## src/hdl/ets_pkg.sv

```systemverilog
// ----------------------------------------------------------------------------
// ets_pkg: shared types and constants of the expression token scanner
// Token kinds, character codes, queue entry layout and default sizes.
// ----------------------------------------------------------------------------
package ets_pkg;

   // Default sizes
   localparam int ETS_POSITION_BITS = 16;
   localparam int ETS_QUEUE_DEPTH   = 4;

   localparam int KIND_BITS  = 4;
   localparam int START_BITS = 16;
   localparam int LEN_BITS   = 16;

   // Token kinds
   localparam logic [KIND_BITS-1:0] KIND_EOF    = 4'd0;
   localparam logic [KIND_BITS-1:0] KIND_ERROR  = 4'd1;
   localparam logic [KIND_BITS-1:0] KIND_NUMBER = 4'd2;
   localparam logic [KIND_BITS-1:0] KIND_PLUS   = 4'd3;
   localparam logic [KIND_BITS-1:0] KIND_MINUS  = 4'd4;
   localparam logic [KIND_BITS-1:0] KIND_STAR   = 4'd5;
   localparam logic [KIND_BITS-1:0] KIND_SLASH  = 4'd6;
   localparam logic [KIND_BITS-1:0] KIND_COMMA  = 4'd7;
   localparam logic [KIND_BITS-1:0] KIND_EQUAL  = 4'd8;
   localparam logic [KIND_BITS-1:0] KIND_IDENT  = 4'd9;

   // Character codes
   localparam logic [7:0] CHAR_NUL        = 8'h00;
   localparam logic [7:0] CHAR_UNDERSCORE = 8'h5F;
   localparam logic [7:0] CHAR_DOT        = 8'h2E;
   localparam logic [7:0] CHAR_PLUS       = 8'h2B;
   localparam logic [7:0] CHAR_MINUS      = 8'h2D;
   localparam logic [7:0] CHAR_STAR       = 8'h2A;
   localparam logic [7:0] CHAR_SLASH      = 8'h2F;
   localparam logic [7:0] CHAR_COMMA      = 8'h2C;
   localparam logic [7:0] CHAR_EQUAL      = 8'h3D;
   localparam logic [7:0] CHAR_SPACE      = 8'h20;
   localparam logic [7:0] CHAR_TAB        = 8'h09;
   localparam logic [7:0] CHAR_CR         = 8'h0D;

   typedef struct packed {
      logic [KIND_BITS-1:0]  kind;
      logic [START_BITS-1:0] start;
      logic [LEN_BITS-1:0]   len;
   } token_type;

   // One queue entry: the tokens caused by one byte
   typedef struct packed {
      logic      two;
      token_type tok0;
      token_type tok1;
   } entry_type;

   typedef struct packed {
      logic      valid;
      entry_type entry;
   } push_type;

   typedef struct packed {
      logic full;
      logic empty;
   } q_status_type;

   function automatic logic [KIND_BITS-1:0] op_kind(input logic [7:0] c);
      logic [KIND_BITS-1:0] k;
      case (c)
         CHAR_PLUS:  k = KIND_PLUS;
         CHAR_MINUS: k = KIND_MINUS;
         CHAR_STAR:  k = KIND_STAR;
         CHAR_SLASH: k = KIND_SLASH;
         CHAR_COMMA: k = KIND_COMMA;
         CHAR_EQUAL: k = KIND_EQUAL;
         default:    k = KIND_ERROR;
      endcase
      return k;
   endfunction

endpackage

```

## src/hdl/ets_if.sv

```systemverilog
// ----------------------------------------------------------------------------
// ets_if: request and response channel interfaces
// Valid/ready channels carrying source bytes and tokens.
// ----------------------------------------------------------------------------
interface ets_req_if;
   logic       valid;
   logic       ready;
   logic [7:0] char_in;

   modport source (output valid, output char_in, input ready);
   modport sink   (input valid, input char_in, output ready);
endinterface

interface ets_rsp_if;
   logic        valid;
   logic        ready;
   logic [3:0]  token_class;
   logic [15:0] token_start;
   logic [15:0] token_len;
   logic        last_of_run;

   modport source (output valid, output token_class, output token_start,
                   output token_len, output last_of_run, input ready);
   modport sink   (input valid, input token_class, input token_start,
                   input token_len, input last_of_run, output ready);
endinterface

```

## src/hdl/ets_front.sv

```systemverilog
// ----------------------------------------------------------------------------
// ets_front: byte classifier and scan state
// Accepts one byte per cycle unless the queue is full, updates the scan mode
// and positions, and pushes the tokens the byte causes as one queue entry.
// ----------------------------------------------------------------------------
module ets_front
   import ets_pkg::*;
#(
   parameter int POSITION_BITS = ETS_POSITION_BITS
) (
   input  logic         clock,
   input  logic         reset,
   input  logic         req_valid,
   input  logic [7:0]   req_char_in,
   output logic         req_ready,
   input  q_status_type status,
   output push_type     push
);

   localparam logic [1:0] MODE_IDLE  = 2'd0;
   localparam logic [1:0] MODE_INT   = 2'd1;
   localparam logic [1:0] MODE_FRAC  = 2'd2;
   localparam logic [1:0] MODE_IDENT = 2'd3;

   localparam logic [POSITION_BITS-1:0] POS_MAX = {POSITION_BITS{1'b1}};
   localparam logic [LEN_BITS-1:0]      LEN_MAX = {LEN_BITS{1'b1}};

   logic [1:0]               mode_ff, mode_in;
   logic [POSITION_BITS-1:0] pos_ff, pos_in;
   logic [POSITION_BITS-1:0] pstart_ff, pstart_in;
   logic [LEN_BITS-1:0]      plen_ff, plen_in;

   logic                     accept;
   logic                     is_digit, is_letter, is_space, is_word;
   logic                     extend, flush, second;
   logic [POSITION_BITS-1:0] pos_adv;
   token_type                tok_a, tok_b;

   assign req_ready = !status.full;
   assign accept    = req_valid && req_ready;

   // Classify the byte
   assign is_digit  = (req_char_in >= "0") && (req_char_in <= "9");
   assign is_letter = ((req_char_in >= "A") && (req_char_in <= "Z")) ||
                      ((req_char_in >= "a") && (req_char_in <= "z"));
   assign is_space  = (req_char_in == CHAR_SPACE) ||
                      ((req_char_in >= CHAR_TAB) && (req_char_in <= CHAR_CR));
   assign is_word   = is_digit || is_letter || (req_char_in == CHAR_UNDERSCORE);
   assign pos_adv   = (pos_ff == POS_MAX) ? pos_ff : pos_ff + 1'b1;

   // Decide whether the byte extends the pending token
   always_comb begin
      case (mode_ff)
         MODE_INT:   extend = is_digit || (req_char_in == CHAR_DOT);
         MODE_FRAC:  extend = is_digit;
         MODE_IDENT: extend = is_word;
         default:    extend = 1'b0;
      endcase
   end

   assign flush  = (mode_ff != MODE_IDLE) && !extend;
   assign second = !((mode_ff != MODE_IDLE) && extend) &&
                   ((req_char_in == CHAR_NUL) || (!is_space && !is_word));

   // Build the flushed token and the byte's own token
   always_comb begin
      tok_a.kind  = (mode_ff == MODE_IDENT) ? KIND_IDENT : KIND_NUMBER;
      tok_a.start = START_BITS'(pstart_ff);
      tok_a.len   = plen_ff;
      tok_b.start = START_BITS'(pos_ff);
      if (req_char_in == CHAR_NUL) begin
         tok_b.kind = KIND_EOF;
         tok_b.len  = '0;
      end else begin
         tok_b.kind = op_kind(req_char_in);
         tok_b.len  = LEN_BITS'(1);
      end
   end

   // Next scan state
   always_comb begin
      mode_in   = mode_ff;
      pos_in    = pos_ff;
      pstart_in = pstart_ff;
      plen_in   = plen_ff;
      if ((mode_ff != MODE_IDLE) && extend) begin
         plen_in = (plen_ff == LEN_MAX) ? plen_ff : plen_ff + 1'b1;
         pos_in  = pos_adv;
         if ((mode_ff == MODE_INT) && (req_char_in == CHAR_DOT)) begin
            mode_in = MODE_FRAC;
         end
      end else if (req_char_in == CHAR_NUL) begin
         mode_in = MODE_IDLE;
         pos_in  = '0;
      end else if (is_word) begin
         mode_in   = is_digit ? MODE_INT : MODE_IDENT;
         pstart_in = pos_ff;
         plen_in   = LEN_BITS'(1);
         pos_in    = pos_adv;
      end else begin
         mode_in = MODE_IDLE;
         pos_in  = pos_adv;
      end
   end

   // Pack the entry: pending token first, then the byte's own
   always_comb begin
      push.valid      = accept && (flush || second);
      push.entry.two  = flush && second;
      push.entry.tok0 = flush ? tok_a : tok_b;
      push.entry.tok1 = tok_b;
   end

   always_ff @(posedge clock) begin
      if (reset) begin
         mode_ff   <= MODE_IDLE;
         pos_ff    <= '0;
         pstart_ff <= '0;
         plen_ff   <= '0;
      end else if (accept) begin
         mode_ff   <= mode_in;
         pos_ff    <= pos_in;
         pstart_ff <= pstart_in;
         plen_ff   <= plen_in;
      end
   end

endmodule

```

## src/hdl/ets_queue.sv

```systemverilog
// ----------------------------------------------------------------------------
// ets_queue: entry queue between front and back
// Small register FIFO of per-byte token entries.
// ----------------------------------------------------------------------------
module ets_queue
   import ets_pkg::*;
#(
   parameter int DEPTH = ETS_QUEUE_DEPTH
) (
   input  logic         clock,
   input  logic         reset,
   input  push_type     push,
   input  logic         pop,
   output entry_type    head,
   output q_status_type status
);

   localparam int PTR_BITS = (DEPTH > 1) ? $clog2(DEPTH) : 1;
   localparam int CNT_BITS = $clog2(DEPTH + 1);
   localparam logic [PTR_BITS-1:0] PTR_LAST = PTR_BITS'(DEPTH - 1);
   localparam logic [CNT_BITS-1:0] CNT_FULL = CNT_BITS'(DEPTH);

   entry_type             entry_ff [DEPTH];
   logic [PTR_BITS-1:0]   wr_ptr_ff, wr_ptr_in;
   logic [PTR_BITS-1:0]   rd_ptr_ff, rd_ptr_in;
   logic [CNT_BITS-1:0]   count_ff, count_in;
   logic                  do_push, do_pop;

   assign status.full  = (count_ff == CNT_FULL);
   assign status.empty = (count_ff == '0);
   assign head         = entry_ff[rd_ptr_ff];

   assign do_push = push.valid && !status.full;
   assign do_pop  = pop && !status.empty;

   // Advance pointers and count
   always_comb begin
      wr_ptr_in = wr_ptr_ff;
      rd_ptr_in = rd_ptr_ff;
      count_in  = count_ff;
      if (do_push) begin
         wr_ptr_in = (wr_ptr_ff == PTR_LAST) ? '0 : wr_ptr_ff + 1'b1;
      end
      if (do_pop) begin
         rd_ptr_in = (rd_ptr_ff == PTR_LAST) ? '0 : rd_ptr_ff + 1'b1;
      end
      if (do_push && !do_pop) begin
         count_in = count_ff + 1'b1;
      end else if (do_pop && !do_push) begin
         count_in = count_ff - 1'b1;
      end
   end

   always_ff @(posedge clock) begin
      if (reset) begin
         wr_ptr_ff <= '0;
         rd_ptr_ff <= '0;
         count_ff  <= '0;
      end else begin
         wr_ptr_ff <= wr_ptr_in;
         rd_ptr_ff <= rd_ptr_in;
         count_ff  <= count_in;
      end
   end

   // Store entries
   always_ff @(posedge clock) begin
      if (do_push) begin
         entry_ff[wr_ptr_ff] <= push.entry;
      end
   end

endmodule

```

## src/hdl/ets_back.sv

```systemverilog
// ----------------------------------------------------------------------------
// ets_back: token emitter
// Splits each queue entry into one or two tokens and holds them in an
// output register until the response channel takes them.
// ----------------------------------------------------------------------------
module ets_back
   import ets_pkg::*;
(
   input  logic         clock,
   input  logic         reset,
   input  entry_type    head,
   input  q_status_type status,
   output logic         pop,
   input  logic         rsp_ready,
   output logic         rsp_valid,
   output token_type    rsp_token,
   output logic         rsp_last
);

   logic      valid_ff, valid_in;
   logic      sub_ff, sub_in;
   token_type tok_ff, tok_in;
   logic      last_ff, last_in;
   logic      load;

   assign rsp_valid = valid_ff;
   assign rsp_token = tok_ff;
   assign rsp_last  = last_ff;

   // Load the next token when the output register is free or draining
   assign load = (!valid_ff || rsp_ready) && !status.empty;
   assign pop  = load && (sub_ff || !head.two);

   always_comb begin
      valid_in = valid_ff;
      sub_in   = sub_ff;
      tok_in   = tok_ff;
      last_in  = last_ff;
      if (load) begin
         valid_in = 1'b1;
         tok_in   = sub_ff ? head.tok1 : head.tok0;
         last_in  = sub_ff || !head.two;
         sub_in   = !(sub_ff || !head.two);
      end else if (rsp_ready) begin
         valid_in = 1'b0;
      end
   end

   always_ff @(posedge clock) begin
      if (reset) begin
         valid_ff <= 1'b0;
         sub_ff   <= 1'b0;
      end else begin
         valid_ff <= valid_in;
         sub_ff   <= sub_in;
      end
   end

   always_ff @(posedge clock) begin
      tok_ff  <= tok_in;
      last_ff <= last_in;
   end

endmodule

```

## src/hdl/expression_token_scanner_unit.sv

```systemverilog
// ----------------------------------------------------------------------------
// expression_token_scanner_unit: byte-stream expression tokenizer
// Groups source bytes into number, identifier, operator, error and
// end-of-file tokens.
// ----------------------------------------------------------------------------
// A byte that ends a pending token and also forms a token of its own (an
// operator, an error or a zero byte) yields two tokens; each byte's last
// token carries last_of_run. The front end classifies a byte combinationally,
// so request throughput is one byte per clock for as long as the entry queue
// (QUEUE_DEPTH entries) has room; the output register drains one token per
// clock while the response side is ready, so a long run of two-token bytes
// fills the queue and throttles the request side to the token rate. A byte's
// first token passes through its queue entry and then the output register.
// A zero byte resets the position to zero.
// ----------------------------------------------------------------------------
module expression_token_scanner_unit
   import ets_pkg::*;
#(
   parameter int POSITION_BITS = ETS_POSITION_BITS,
   parameter int QUEUE_DEPTH   = ETS_QUEUE_DEPTH
) (
   input  logic   clock,
   input  logic   reset,
   ets_req_if.sink   req_chan,
   ets_rsp_if.source rsp_chan
);

   push_type     push;
   logic         pop;
   entry_type    head;
   q_status_type status;
   token_type    rsp_token;

   ets_front #(
      .POSITION_BITS(POSITION_BITS)
   ) u_front (
      .clock       (clock),
      .reset       (reset),
      .req_valid   (req_chan.valid),
      .req_char_in (req_chan.char_in),
      .req_ready   (req_chan.ready),
      .status      (status),
      .push        (push)
   );

   ets_queue #(
      .DEPTH(QUEUE_DEPTH)
   ) u_queue (
      .clock  (clock),
      .reset  (reset),
      .push   (push),
      .pop    (pop),
      .head   (head),
      .status (status)
   );

   ets_back u_back (
      .clock     (clock),
      .reset     (reset),
      .head      (head),
      .status    (status),
      .pop       (pop),
      .rsp_ready (rsp_chan.ready),
      .rsp_valid (rsp_chan.valid),
      .rsp_token (rsp_token),
      .rsp_last  (rsp_chan.last_of_run)
   );

   // Drive response payload
   assign rsp_chan.token_class = rsp_token.kind;
   assign rsp_chan.token_start = rsp_token.start;
   assign rsp_chan.token_len   = rsp_token.len;

`ifndef NO_ASSERTIONS
   // Never push into a full queue
   a_no_overflow: assert property (@(posedge clock) disable iff (reset)
      push.valid |-> !status.full)
      else $error("entry pushed into full queue");

   // Never pop an empty queue
   a_no_underflow: assert property (@(posedge clock) disable iff (reset)
      pop |-> !status.empty)
      else $error("entry popped from empty queue");

   // An accepted zero byte always produces an entry
   a_eof_pushes: assert property (@(posedge clock) disable iff (reset)
      (req_chan.valid && req_chan.ready && (req_chan.char_in == CHAR_NUL))
      |-> push.valid)
      else $error("zero byte produced no end-of-file entry");

   // A token loaded from an empty queue would be invented
   a_load_source: assert property (@(posedge clock) disable iff (reset)
      (rsp_chan.valid && !$past(rsp_chan.valid) && !$past(reset)) |->
      $past(!status.empty))
      else $error("response raised without a queued entry");
`endif

endmodule
```

## src/flat_wrapper.sv

```systemverilog
// flat-port wrapper written by rule: the top's interface ports become plain ports
module expression_token_scanner_unit_flat import ets_pkg::*;
#(
   parameter int POSITION_BITS = ETS_POSITION_BITS,
   parameter int QUEUE_DEPTH   = ETS_QUEUE_DEPTH
)
  (clock, reset, req_chan_valid, req_chan_char_in, req_chan_ready, rsp_chan_valid, rsp_chan_token_class, rsp_chan_token_start, rsp_chan_token_len, rsp_chan_last_of_run, rsp_chan_ready);
  ets_req_if req_chan_i ();
  ets_rsp_if rsp_chan_i ();
  input  logic clock;
  input  logic reset;
  input wire logic [$bits(req_chan_i.valid)-1:0] req_chan_valid;
  input wire logic [$bits(req_chan_i.char_in)-1:0] req_chan_char_in;
  output wire logic [$bits(req_chan_i.ready)-1:0] req_chan_ready;
  output wire logic [$bits(rsp_chan_i.valid)-1:0] rsp_chan_valid;
  output wire logic [$bits(rsp_chan_i.token_class)-1:0] rsp_chan_token_class;
  output wire logic [$bits(rsp_chan_i.token_start)-1:0] rsp_chan_token_start;
  output wire logic [$bits(rsp_chan_i.token_len)-1:0] rsp_chan_token_len;
  output wire logic [$bits(rsp_chan_i.last_of_run)-1:0] rsp_chan_last_of_run;
  input wire logic [$bits(rsp_chan_i.ready)-1:0] rsp_chan_ready;
  assign req_chan_i.valid = req_chan_valid;
  assign req_chan_i.char_in = req_chan_char_in;
  assign req_chan_ready = req_chan_i.ready;
  assign rsp_chan_valid = rsp_chan_i.valid;
  assign rsp_chan_token_class = rsp_chan_i.token_class;
  assign rsp_chan_token_start = rsp_chan_i.token_start;
  assign rsp_chan_token_len = rsp_chan_i.token_len;
  assign rsp_chan_last_of_run = rsp_chan_i.last_of_run;
  assign rsp_chan_i.ready = rsp_chan_ready;
  expression_token_scanner_unit #(.POSITION_BITS(POSITION_BITS), .QUEUE_DEPTH(QUEUE_DEPTH)) u_core (.clock(clock), .reset(reset), .req_chan(req_chan_i), .rsp_chan(rsp_chan_i));
endmodule
```

## config.mk

```make
export PLATFORM = sky130hd
export DESIGN_NAME = expression_token_scanner_unit_flat
export DESIGN_NICKNAME = d
export VERILOG_FILES = /design/src/hdl/ets_pkg.sv /design/src/hdl/ets_if.sv /design/src/hdl/ets_front.sv /design/src/hdl/ets_queue.sv /design/src/hdl/ets_back.sv /design/src/hdl/expression_token_scanner_unit.sv /design/src/flat_wrapper.sv
export SDC_FILE = /design/constraint.sdc
export NUM_CORES = 1
export LEC_CHECK = 0
export ABC_AREA = 1
export BUFFER_PORTS_ARGS = -buffer_cell sky130_fd_sc_hd__buf_2
export CAP_MARGIN = 20
export CORE_ASPECT_RATIO = 0.9
export CORE_MARGIN = 5
export CORE_UTILIZATION = 25
export CTS_CLUSTER_SIZE = 25
export DETAILED_ROUTE_END_ITERATION = 10
export HOLD_SLACK_MARGIN = 0.06
export PLACE_DENSITY = 0.39
export SYNTH_ARGS = -nofsm -noshare
export SYNTH_HDL_FRONTEND = slang
export SYNTH_SLANG_ARGS = --single-unit
```

## constraint.sdc

```tcl
create_clock -name clock -period 7.41 [get_ports clock]
set_input_delay 0.3705 -clock clock [delete_from_list [all_inputs] [get_ports clock]]
set_output_delay 0.3705 -clock clock [all_outputs]
set_load 0.01 [all_outputs]
```

==> impl_metrics.json, run 1 <==
{
  "start_util": 0.252,
  "async_flop_share": 0,
  "power_mw": 5.75,
  "max-vdd-ir-drop_mv": 0.140,
  "cap_violations": 0,
  "endpoint_kind": "register",
  "row_count": 81,
  "syn_inst": 1287,
  "insertion_delay_ns": 0.55,
  "die_area_um2": 59400,
  "drt-initial-drc-count": 536,
  "fin_crit_sh": 0.485,
  "hpwl_mm": 21.2,
  "finalWorstPathRequiredPeriod_ns": 3.59,
  "tightestPinTransition_ns": 1.06,
  "drc_errors": 0,
  "grt_remaining_overflow": 0,
  "fin_tns_setup_ns": 0,
  "via_per_inst": 4.39,
  "synth_seq_area_share": 0.682,
  "vias": 9087,
  "finClkSkew_ns": 0.0198,
  "cts_root_buf": "clkbuf_16",
  "dr.pass1.iters": 5,
  "antenna_cells": 0,
  "place_congestion": 0.766,
  "wl_per_cell_um": 17.0,
  "cts_resized": 0,
  "layout-drive-gt1-share": 0.106,
  "antenna_found_initial": 0,
  "nets": 1358,
  "synth_seq_cells": 330,
  "cts.htree.levels": 2,
  "p_per_area_nw_per_um2": 361,
  "fmax_mhz": 278,
  "die_y_um": 232,
  "final-hold-violation-count": 0,
  "clkSinkCount": 330,
  "core_area_um2": 54200,
  "synth_flop_cell": "edfxtp_1",
  "track_usage": 0.117,
  "drt_wl_total_mm": 35.2,
  "fin_util": 0.294,
  "place_inst": 1997,
  "yosysUniqueCellTypes": 41,
  "grt_pass1_vias": 8918,
  "crit_arrival_ns": 4.03,
  "setup_viol": 0,
  "syn_nets": 1308,
  "syn_area_per_cell_um2": 10.6,
  "relSlewSlack": 0.287,
  "rsz0062_at_grt": "no",
  "io_pins": 51,
  "maxSlewViolCount": 0,
  "cts_inserted_buffers": 40,
  "cts_tree": "yes",
  "critPathRequiredTime_ns": 7.84,
  "synth_edf_count": 269,
  "clk_pin_slew_worst_paths_ns": 0.06,
  "postRouteAntennaNets": 0,
  "portBuffers": 50,
  "syn2layout_area_growth_pct": 16.7,
  "die_w_um": 256,
  "status": "completed",
  "ys_warn_count": 0,
  "hold_class": "in2reg",
  "power_leakage_nw": 5.67,
  "start_kind": "register",
  "cts_buffer_depth": 3,
  "layout.cells.non_filler": 2071,
  "grt_pass1_wl_mm": 54.5,
  "grt_max_degree": 83,
  "path_class": "reg2reg",
  "path_max_fanout": 60,
  "syn_area_um2": 13600
}
cell usage after synthesis, types with 2 or more instances:
library cell,count,share of area
nor2_1,346,0.095
edfxtp_1,269,0.59
o21ai_0,153,0.056
nand2_1,135,0.037
inv_1,74,0.020
dfxtp_1,61,0.090
clkbuf_1,43,0.012
a21oi_1,37,0.014
nand3_1,28,0.010
a31oi_1,24,0.011
o22ai_1,22,0.010
nor3_1,19,0.0070
buf_2,9,0.0033
ha_1,8,0.0073
xor2_1,8,0.0051
nand4_1,7,0.0032
o21ai_1,7,0.0026
inv_2,4,0.0011
nand2_2,4,0.0018
nor4_1,3,0.0014
buf_1,2,0.00055
buf_6,2,0.0017
nand2_4,2,0.0017
nor2_4,2,0.0017
nor2_8,2,0.0029
what timing repair did:
item / in CTS / in global routing
endpoints found under the hold margin: 3 / 0
setup buffers: 0 / 0
hold buffers: 1 / 0
registers in the layout (all words and copies together) (netlist names), named ones only:
register,cells
u_core.u_back.rsp_token,36
u_core.u_back.sub_ff,1
u_core.u_queue.wr_ptr_ff,2
u_core.u_queue.entry_ff,232
u_core.u_queue.rd_ptr_ff,2
u_core.u_front.pstart_ff,16
u_core.u_front.mode_ff,2
u_core.u_back.rsp_last,1
u_core.u_front.plen_ff,16
u_core.u_back.rsp_valid,1
u_core.u_queue.count_ff,3
u_core.u_front.pos_ff,16
worst max-delay path, stage by stage, from the launching register on:
cell	delay, ns
dfxtp_4	0.46
inv_2	0.72
buf_4	0.65
o21ai_0	0.16
o22ai_1	0.14
nand2_1	0.10
nand2_1	0.14
ha_1	0.17
inv_1	0.06
fa_1	0.38
a21oi_1	0.14
o21ai_0	0.10
o21ai_0	0.16
a21oi_1	0.06
placed cells by master, fill, tap and decap left out, types with 7 or more instances in the layout:
cell and n:
edfxtp_1 269, clkbuf_1 13, xor2_1 8, o22ai_1 22, o21ai_1 7, buf_2 50
dfxtp_1 59, nor2_1 342, clkbuf_16 41, nand2_1 135, a21oi_1 37, nand3_1 28
nand4_1 7, o21ai_0 153, ha_1 8, inv_1 72, a31oi_1 23, buf_4 13
clkinv_1 10, nor3_1 19
routing by layer:
metal,wire length [um],share of wire,up-vias,GRT usage
met4,694,0.020,0,0.0309
li1,-,-,4535,-
met3,1290,0.037,51,0.0228
met1,19200,0.54,4368,0.182
met2,14100,0.40,133,0.166
met5,0,0,-,0
report_power, final:
group / internal, mW / total [mW] / switching [mW]
sequential: 2.38 / 2.53 / 0.149
clock: 1.05 / 1.80 / 0.748
combinational: 0.423 / 1.42 / 0.999
worst paths after layout:
check / start / end / slack, ns / depth (start not counted)
worst min register to register: u_core.u_front.pstart_ff[0] / u_core.u_front.pstart_ff[0] / 0.48 / 2
worst max register to register: register / u_core.u_queue.count_ff[2] / 3.82 / 13
worst min-delay path: req_chan_char_in[1] / u_core.u_queue.entry_ff[0][20] / 0.25 / 2
worst max-delay path: register / u_core.u_queue.count_ff[2] / 3.82 / 13
cells by family (layout without fill, tap and decap cells):
kind of cell / Yosys count / count (layout) / synth area share
xor+xnor: 8 / 8 / 0.00514
buf+inv: 137 / 216 / 0.0400
fa+ha+maj: 9 / 9 / 0.00880
simple gates: 554 / 554 / 0.167
compound gates: 249 / 249 / 0.0976
flops: 330 / 330 / 0.682
layout make-up:
type | count | area, um^2
clock buffers | 54 | 1070
clock inverters | 17 | 106
fillers | 5546 | 38300
inverters | 79 | 297
multi-input cells | 820 | 3850
flip-flops and latches | 330 | 9300
well taps | 705 | 882
repair buffers | 66 | 405
per-stage QoR:
| stage | hold WS [ns] | instance area (um^2) | worst slack, ns |
|---|---|---|---|
| 6_report | 0.255 | 15900 | 3.82 |
| 5_1_grt | 0.255 | 15900 | 3.37 |
| 4_1_cts | 0.233 | 15900 | 3.62 |
| 3_5_place_dp | 0.472 | 14700 | 3.44 |
| 3_3_place_gp | 0.463 | 14700 | 3.53 |
| 2_1_floorplan | 0.440 | 13600 | 3.14 |
Note: power is estimated with default switching activity, not from simulation.
==> run 2: changes to the inputs <==
PLACE_DENSITY = 0.4   (was 0.39)
clock period = 3.3 ns   (was 7.41 ns; I/O delays follow)
==> impl_metrics.json, run 2 (synthesis gave the netlist of run 1 again) <==
{
  "status": "completed",
  "portBuffers": 50,
  "crit_family": "simple AND/OR/NAND/NOR gates",
  "ff2ff_path_depth": 15,
  "fin_tns_setup_ns": 0,
  "fillers": 5580,
  "power.share.clock": 0.308,
  "crit_arrival_ns": 2.91,
  "p_per_area_nw_per_um2": 813,
  "holdPathEnd": "u_core.u_back.rsp_valid",
  "final-hold-violation-count": 0,
  "clkSinkCount": 330,
  "wl_per_cell_um": 17.1,
  "finClkSkew_ns": 0.0151,
  "pwr-share-comb": 0.266,
  "dr.pass1.iters": 7,
  "cap_violations": 0,
  "via_per_inst": 4.40,
  "placed_area_um2": 14800,
  "grt_max_degree": 91,
  "r2r-start": "u_core.u_front.mode_ff[1]",
  "seqCellArea_um2": 9300,
  "insertion_delay_ns": 0.54,
  "regMostFlops": "u_core.u_queue.entry_ff",
  "r2r-end": "u_core.u_queue.count_ff[2]",
  "rsz0062_at_grt": "no",
  "start_kind": "register",
  "final_cell_area_um2": 16000,
  "die_area_um2": 59400,
  "setup_ws_ns": 0.807,
  "io_pins": 51,
  "fmax_mhz": 401,
  "largest_register_ffs": 232,
  "intPower_mw": 8.70,
  "antenna_found_initial": 0,
  "layout.cells.non_filler": 2077,
  "fin_crit_sh": 0.755,
  "path_max_fanout": 15,
  "die_w_um": 256,
  "power_leakage_nw": 5.72,
  "cts.htree.levels": 2,
  "crit_chain": "nor2_1 -> nand2_1 -> nor2_4 -> nor2_4 -> nor2_8 -> nand2_4 -> nand3_1 -> inv_1 -> ha_1 -> inv_1 -> fa_1 -> a21oi_1 -> o21ai_0 -> o21ai_0 -> a21oi_1",
  "grt_pass1_vias": 8957,
  "place_congestion": 0.775,
  "cts_inserted_buffers": 39,
  "syn2layout_area_growth_pct": 17.3,
  "cts_buffer_depth": 3,
  "vias": 9139,
  "start_util": 0.252,
  "relSlewSlack": 0.324,
  "grt_pass1_wl_mm": 54.8,
  "critPathRequiredTime_ns": 3.71,
  "pwr-share-seq": 0.426,
  "layout-drive-gt1-share": 0.114,
  "grt_remaining_overflow": 0,
  "place_inst": 2005,
  "antenna_cells": 0,
  "multi_input_area_um2": 3840,
  "endpoint_kind": "register",
  "setup_viol": 0,
  "nets": 1363,
  "place_ws_ns": 0.706,
  "hold_class": "in2reg",
  "die_y_um": 232,
  "fin_util": 0.295,
  "ff2ff_setup_slack_ns": 0.81,
  "drc_errors": 0,
  "cts_tree": "yes",
  "drt-initial-drc-count": 507,
  "path_class": "reg2reg",
  "cp_slowest_stage_delay_ns": 0.43,
  "core_area_um2": 54200,
  "cp_slowest_cell": "dfxtp_1",
  "hpwl_mm": 20.1,
  "drt_wl_total_mm": 35.4,
  "final_common_cell": "nor2_1",
  "clk_pin_slew_worst_paths_ns": 0.06,
  "min-delay-start": "rsp_chan_ready",
  "row_count": 81,
  "max-vdd-ir-drop_mv": 0.492,
  "track_usage": 0.118,
  "final_cell_mix": "nor2_1, edfxtp_1, o21ai_0",
  "switching_share": 0.332,
  "tightestPinTransition_ns": 1.01,
  "worst-path-buf-inv": 2,
  "finalWorstPathRequiredPeriod_ns": 2.49,
  "maxSlewViolCount": 0,
  "min_path_cells": 4,
  "cts_root_buf": "clkbuf_16",
  "postRouteAntennaNets": 0,
  "p_sw_mw": 4.32
}
run 2: changes by cell type in the layout (fill, tap and decap cells not counted), sizes merged:
cell / before / now
clkinvlp: 0 / 1
bufinv: 1 / 0
inv: 80 / 79
buf: 65 / 71
clkinv: 15 / 14
clkbuf: 54 / 56
run 2: repair_timing:
| action | CTS | global route |
|---|---|---|
| endpoints found under the hold margin | 3 | 0 |
| setup endpoints to repair | 0 | 0 |
| resized for setup | 0 | 0 |
| hold buffers | 1 | 0 |
| setup buffers | 0 | 0 |
run 2: final cells by class:
class / instances / share of cell area
sequential: 330 / 0.581
multi-input combinational: 820 / 0.240
clock buffer: 56 / 0.0695
tap: 705 / 0.0551
timing repair buffer: 72 / 0.0308
inverter: 79 / 0.0185
clock inverter: 15 / 0.00477
run 2: power groups by stage:
stage / registers (mW) / clock network [mW] / logic, mW
finish: 5.54 / 4.01 / 3.46
global route: 5.61 / 4.35 / 3.94
CTS: 5.55 / 4.17 / 3.59
detailed placement: 5.64 / 0 / 3.58
global placement: 5.64 / 0 / 3.58
floorplan: 5.74 / 0 / 2.04
run 2: through the flow:
| step | hold WS (ns) | power [mW] |
|---|---|---|
| 5_1_grt | 0.140 | 13.9 |
| 6_report | 0.102 | 13.0 |
| 3_5_place_dp | 0.472 | 9.21 |
| 4_1_cts | 0.0703 | 13.3 |
| 3_3_place_gp | 0.463 | 9.21 |
| 2_1_floorplan | 0.234 | 7.78 |
run 2: worst max-delay path by stage:
stage	startpoint	endpoint	slack (ns)	cells past startpoint
finish	u_core.u_front.mode_ff[1]	u_core.u_queue.count_ff[2]	0.81	15
global route	u_core.u_front.mode_ff[1]	u_core.u_queue.count_ff[2]	0.51	15
CTS	u_core.u_front.mode_ff[1]	u_core.u_queue.count_ff[2]	0.80	15
detailed placement	req_chan_char_in[0]	u_core.u_queue.count_ff[2]	0.71	17
global placement	req_chan_char_in[0]	u_core.u_queue.count_ff[2]	0.69	17
floorplan	u_core.u_queue.count_ff[1]	u_core.u_queue.entry_ff[3][0]	-0.08	7
run 2: worst min-delay path, stage by stage:
cell,delay [ns]
buf_2,0.08
nor2_1,0.09
o21ai_0,0.20
inv_1,0.06
run 2: per-layer routing:
layer / wire length [um] / global-route usage
met5: 0 / 0
met4: 714 / 0.0351
met3: 1220 / 0.0190
met2: 14600 / 0.172
met1: 18900 / 0.181
==> run 3: changes to the inputs <==
PLACE_DENSITY = 0.39   (was 0.4)
clock period = 2.3 ns   (was 3.3 ns; I/O delays follow)
==> impl_metrics.json, run 3 (synthesis gave the netlist of run 1 again) <==
{
  "finalWorstPathRequiredPeriod_ns": 2.15,
  "grt_remaining_overflow": 0,
  "io_pins": 51,
  "crit_arrival_ns": 2.42,
  "cp_slowest_cell": "o21ai_0",
  "crit_chain": "inv_1 -> nor2_1 -> nand2_1 -> nor2_4 -> nor2_4 -> nor2_8 -> nand2_4 -> o21ai_4 -> inv_2 -> buf_4 -> o21ai_0",
  "layout-drive-gt1-share": 0.154,
  "final_cell_area_um2": 16600,
  "cts_inserted_buffers": 40,
  "vias": 9294,
  "path_max_fanout": 6,
  "relSlewSlack": 0.262,
  "largest_register_ffs": 232,
  "maxSlewViolCount": 0,
  "top_layer": "met4",
  "start_kind": "register",
  "regMostFlops": "u_core.u_queue.entry_ff",
  "worst-path-buf-inv": 3,
  "grt_max_degree": 99,
  "wl_per_cell_um": 17.1,
  "syn2layout_area_growth_pct": 21.8,
  "die_area_um2": 59400,
  "final-hold-violation-count": 0,
  "cts_tree": "yes",
  "fin_crit_sh": 0.935,
  "final_cell_mix": "nor2_1, edfxtp_1, o21ai_0",
  "endpoint_kind": "register",
  "insertion_delay_ns": 0.56,
  "tightestPinTransition_ns": 1.10,
  "dr.pass1.iters": 7,
  "rsz0062_at_grt": "no",
  "nets": 1414,
  "drc_errors": 0,
  "p_per_area_nw_per_um2": 1160,
  "wl_met2_mm": 15.1,
  "final_common_cell": "nor2_1",
  "antenna_found_initial": 1,
  "via_per_inst": 4.36,
  "crit_family": "compound AO/OA/AOI/OAI gates",
  "critPathRequiredTime_ns": 2.57,
  "finClkSkew_ns": 0.0169,
  "setup_ws_ns": 0.150,
  "clk_pin_slew_worst_paths_ns": 0.06,
  "die_y_um": 232,
  "die_w_um": 256,
  "hold_class": "in2reg",
  "postRouteAntennaNets": 0,
  "cap_violations": 0,
  "cts_buffer_depth": 3,
  "worst_path_most_repeated_cell": "nor2_4",
  "grt_pass1_wl_mm": 56.0,
  "fmax_mhz": 465,
  "power_leakage_nw": 6.03,
  "met1_length_mm": 19.3,
  "cts_root_buf": "clkbuf_16",
  "placed_area_um2": 15300,
  "status": "completed",
  "cts.htree.levels": 2,
  "portBuffers": 50,
  "core_area_um2": 54200,
  "wl_met3_mm": 1.31,
  "drt-initial-drc-count": 512,
  "place_ws_ns": -0.0285,
  "track_usage": 0.121,
  "antenna_cells": 0,
  "max-vdd-ir-drop_mv": 0.758,
  "setup_viol": 0,
  "hpwl_mm": 22.3,
  "drt_wl_total_mm": 36.3,
  "fillers": 5494,
  "clkSinkCount": 330,
  "start_util": 0.252,
  "grt_pass1_vias": 9083,
  "path_class": "reg2reg",
  "postCtsSetupRepairBufs": 0,
  "row_count": 81,
  "cp_slowest_stage_delay_ns": 0.48,
  "place_congestion": 0.752
}
[run 3: final cells by class]
class,count,area (um^2),area share
multi-input cells,820,3900,0.235
inverters,79,297,0.0178
repair buffers,122,1000,0.0603
clock inverters,11,91.3,0.00550
well taps,705,882,0.0531
clock buffers,63,1130,0.0679
flip-flops and latches,330,9310,0.561
[run 3: worst paths after layout]
check	from	slack [ns]	depth (start not counted)	end
setup / recovery	u_core.u_front.mode_ff[0]	0.15	11	u_core.u_queue.entry_ff[3][49]
hold / removal	req_chan_char_in[1]	0.12	3	u_core.u_queue.entry_ff[2][20]
setup reg to reg	u_core.u_front.mode_ff[0]	0.15	11	u_core.u_queue.entry_ff[3][49]
hold reg to reg	u_core.u_front.pstart_ff[9]	0.48	2	u_core.u_front.pstart_ff[9]
[run 3: per-stage QoR]
| stage | hold WS (ns) | std cells | util | TNS, ns | total power [mW] |
|---|---|---|---|---|---|
| final | 0.120 | 2130 | 0.306 | 0 | 19.3 |
| after global routing | 0.120 | 2130 | 0.306 | 0 | 20.5 |
| after CTS | 0.0710 | 2130 | 0.306 | 0 | 19.6 |
| after detailed placement | 0.406 | 2052 | 0.283 | -0.0285 | 13.6 |
| after global placement | 0.411 | 2052 | 0.283 | -0.0446 | 13.6 |
| after floorplan | 0.177 | 1287 | - | -5.95 | 11.2 |
[run 3: worst min-delay path, delay by kind of cell]
kind                   cells  cell delay (ns)
buffers and inverters      2             0.29
AND/OR/NAND/NOR            1             0.10
[run 3: routing by layer]
metal / track usage / vias up
met3: 0.0219 / 45
met4: 0.0344 / 0
met5: 0 / -
met1: 0.182 / 4455
li1: - / 4649
met2: 0.177 / 145
[run 3: power breakdown]
group	internal [mW]	leakage [nW]	switching, mW
Combinational	1.72	2.40	3.64
Sequential	7.67	3.04	0.274
Clock	3.49	0.592	2.46
[run 3: timing repair]
action / 4_1_cts / 5_1_grt
hold buffers: 4 / 0
endpoints found under the hold margin: 7 / 0
resized for setup: 0 / 12
endpoints found under the setup margin: 0 / 2
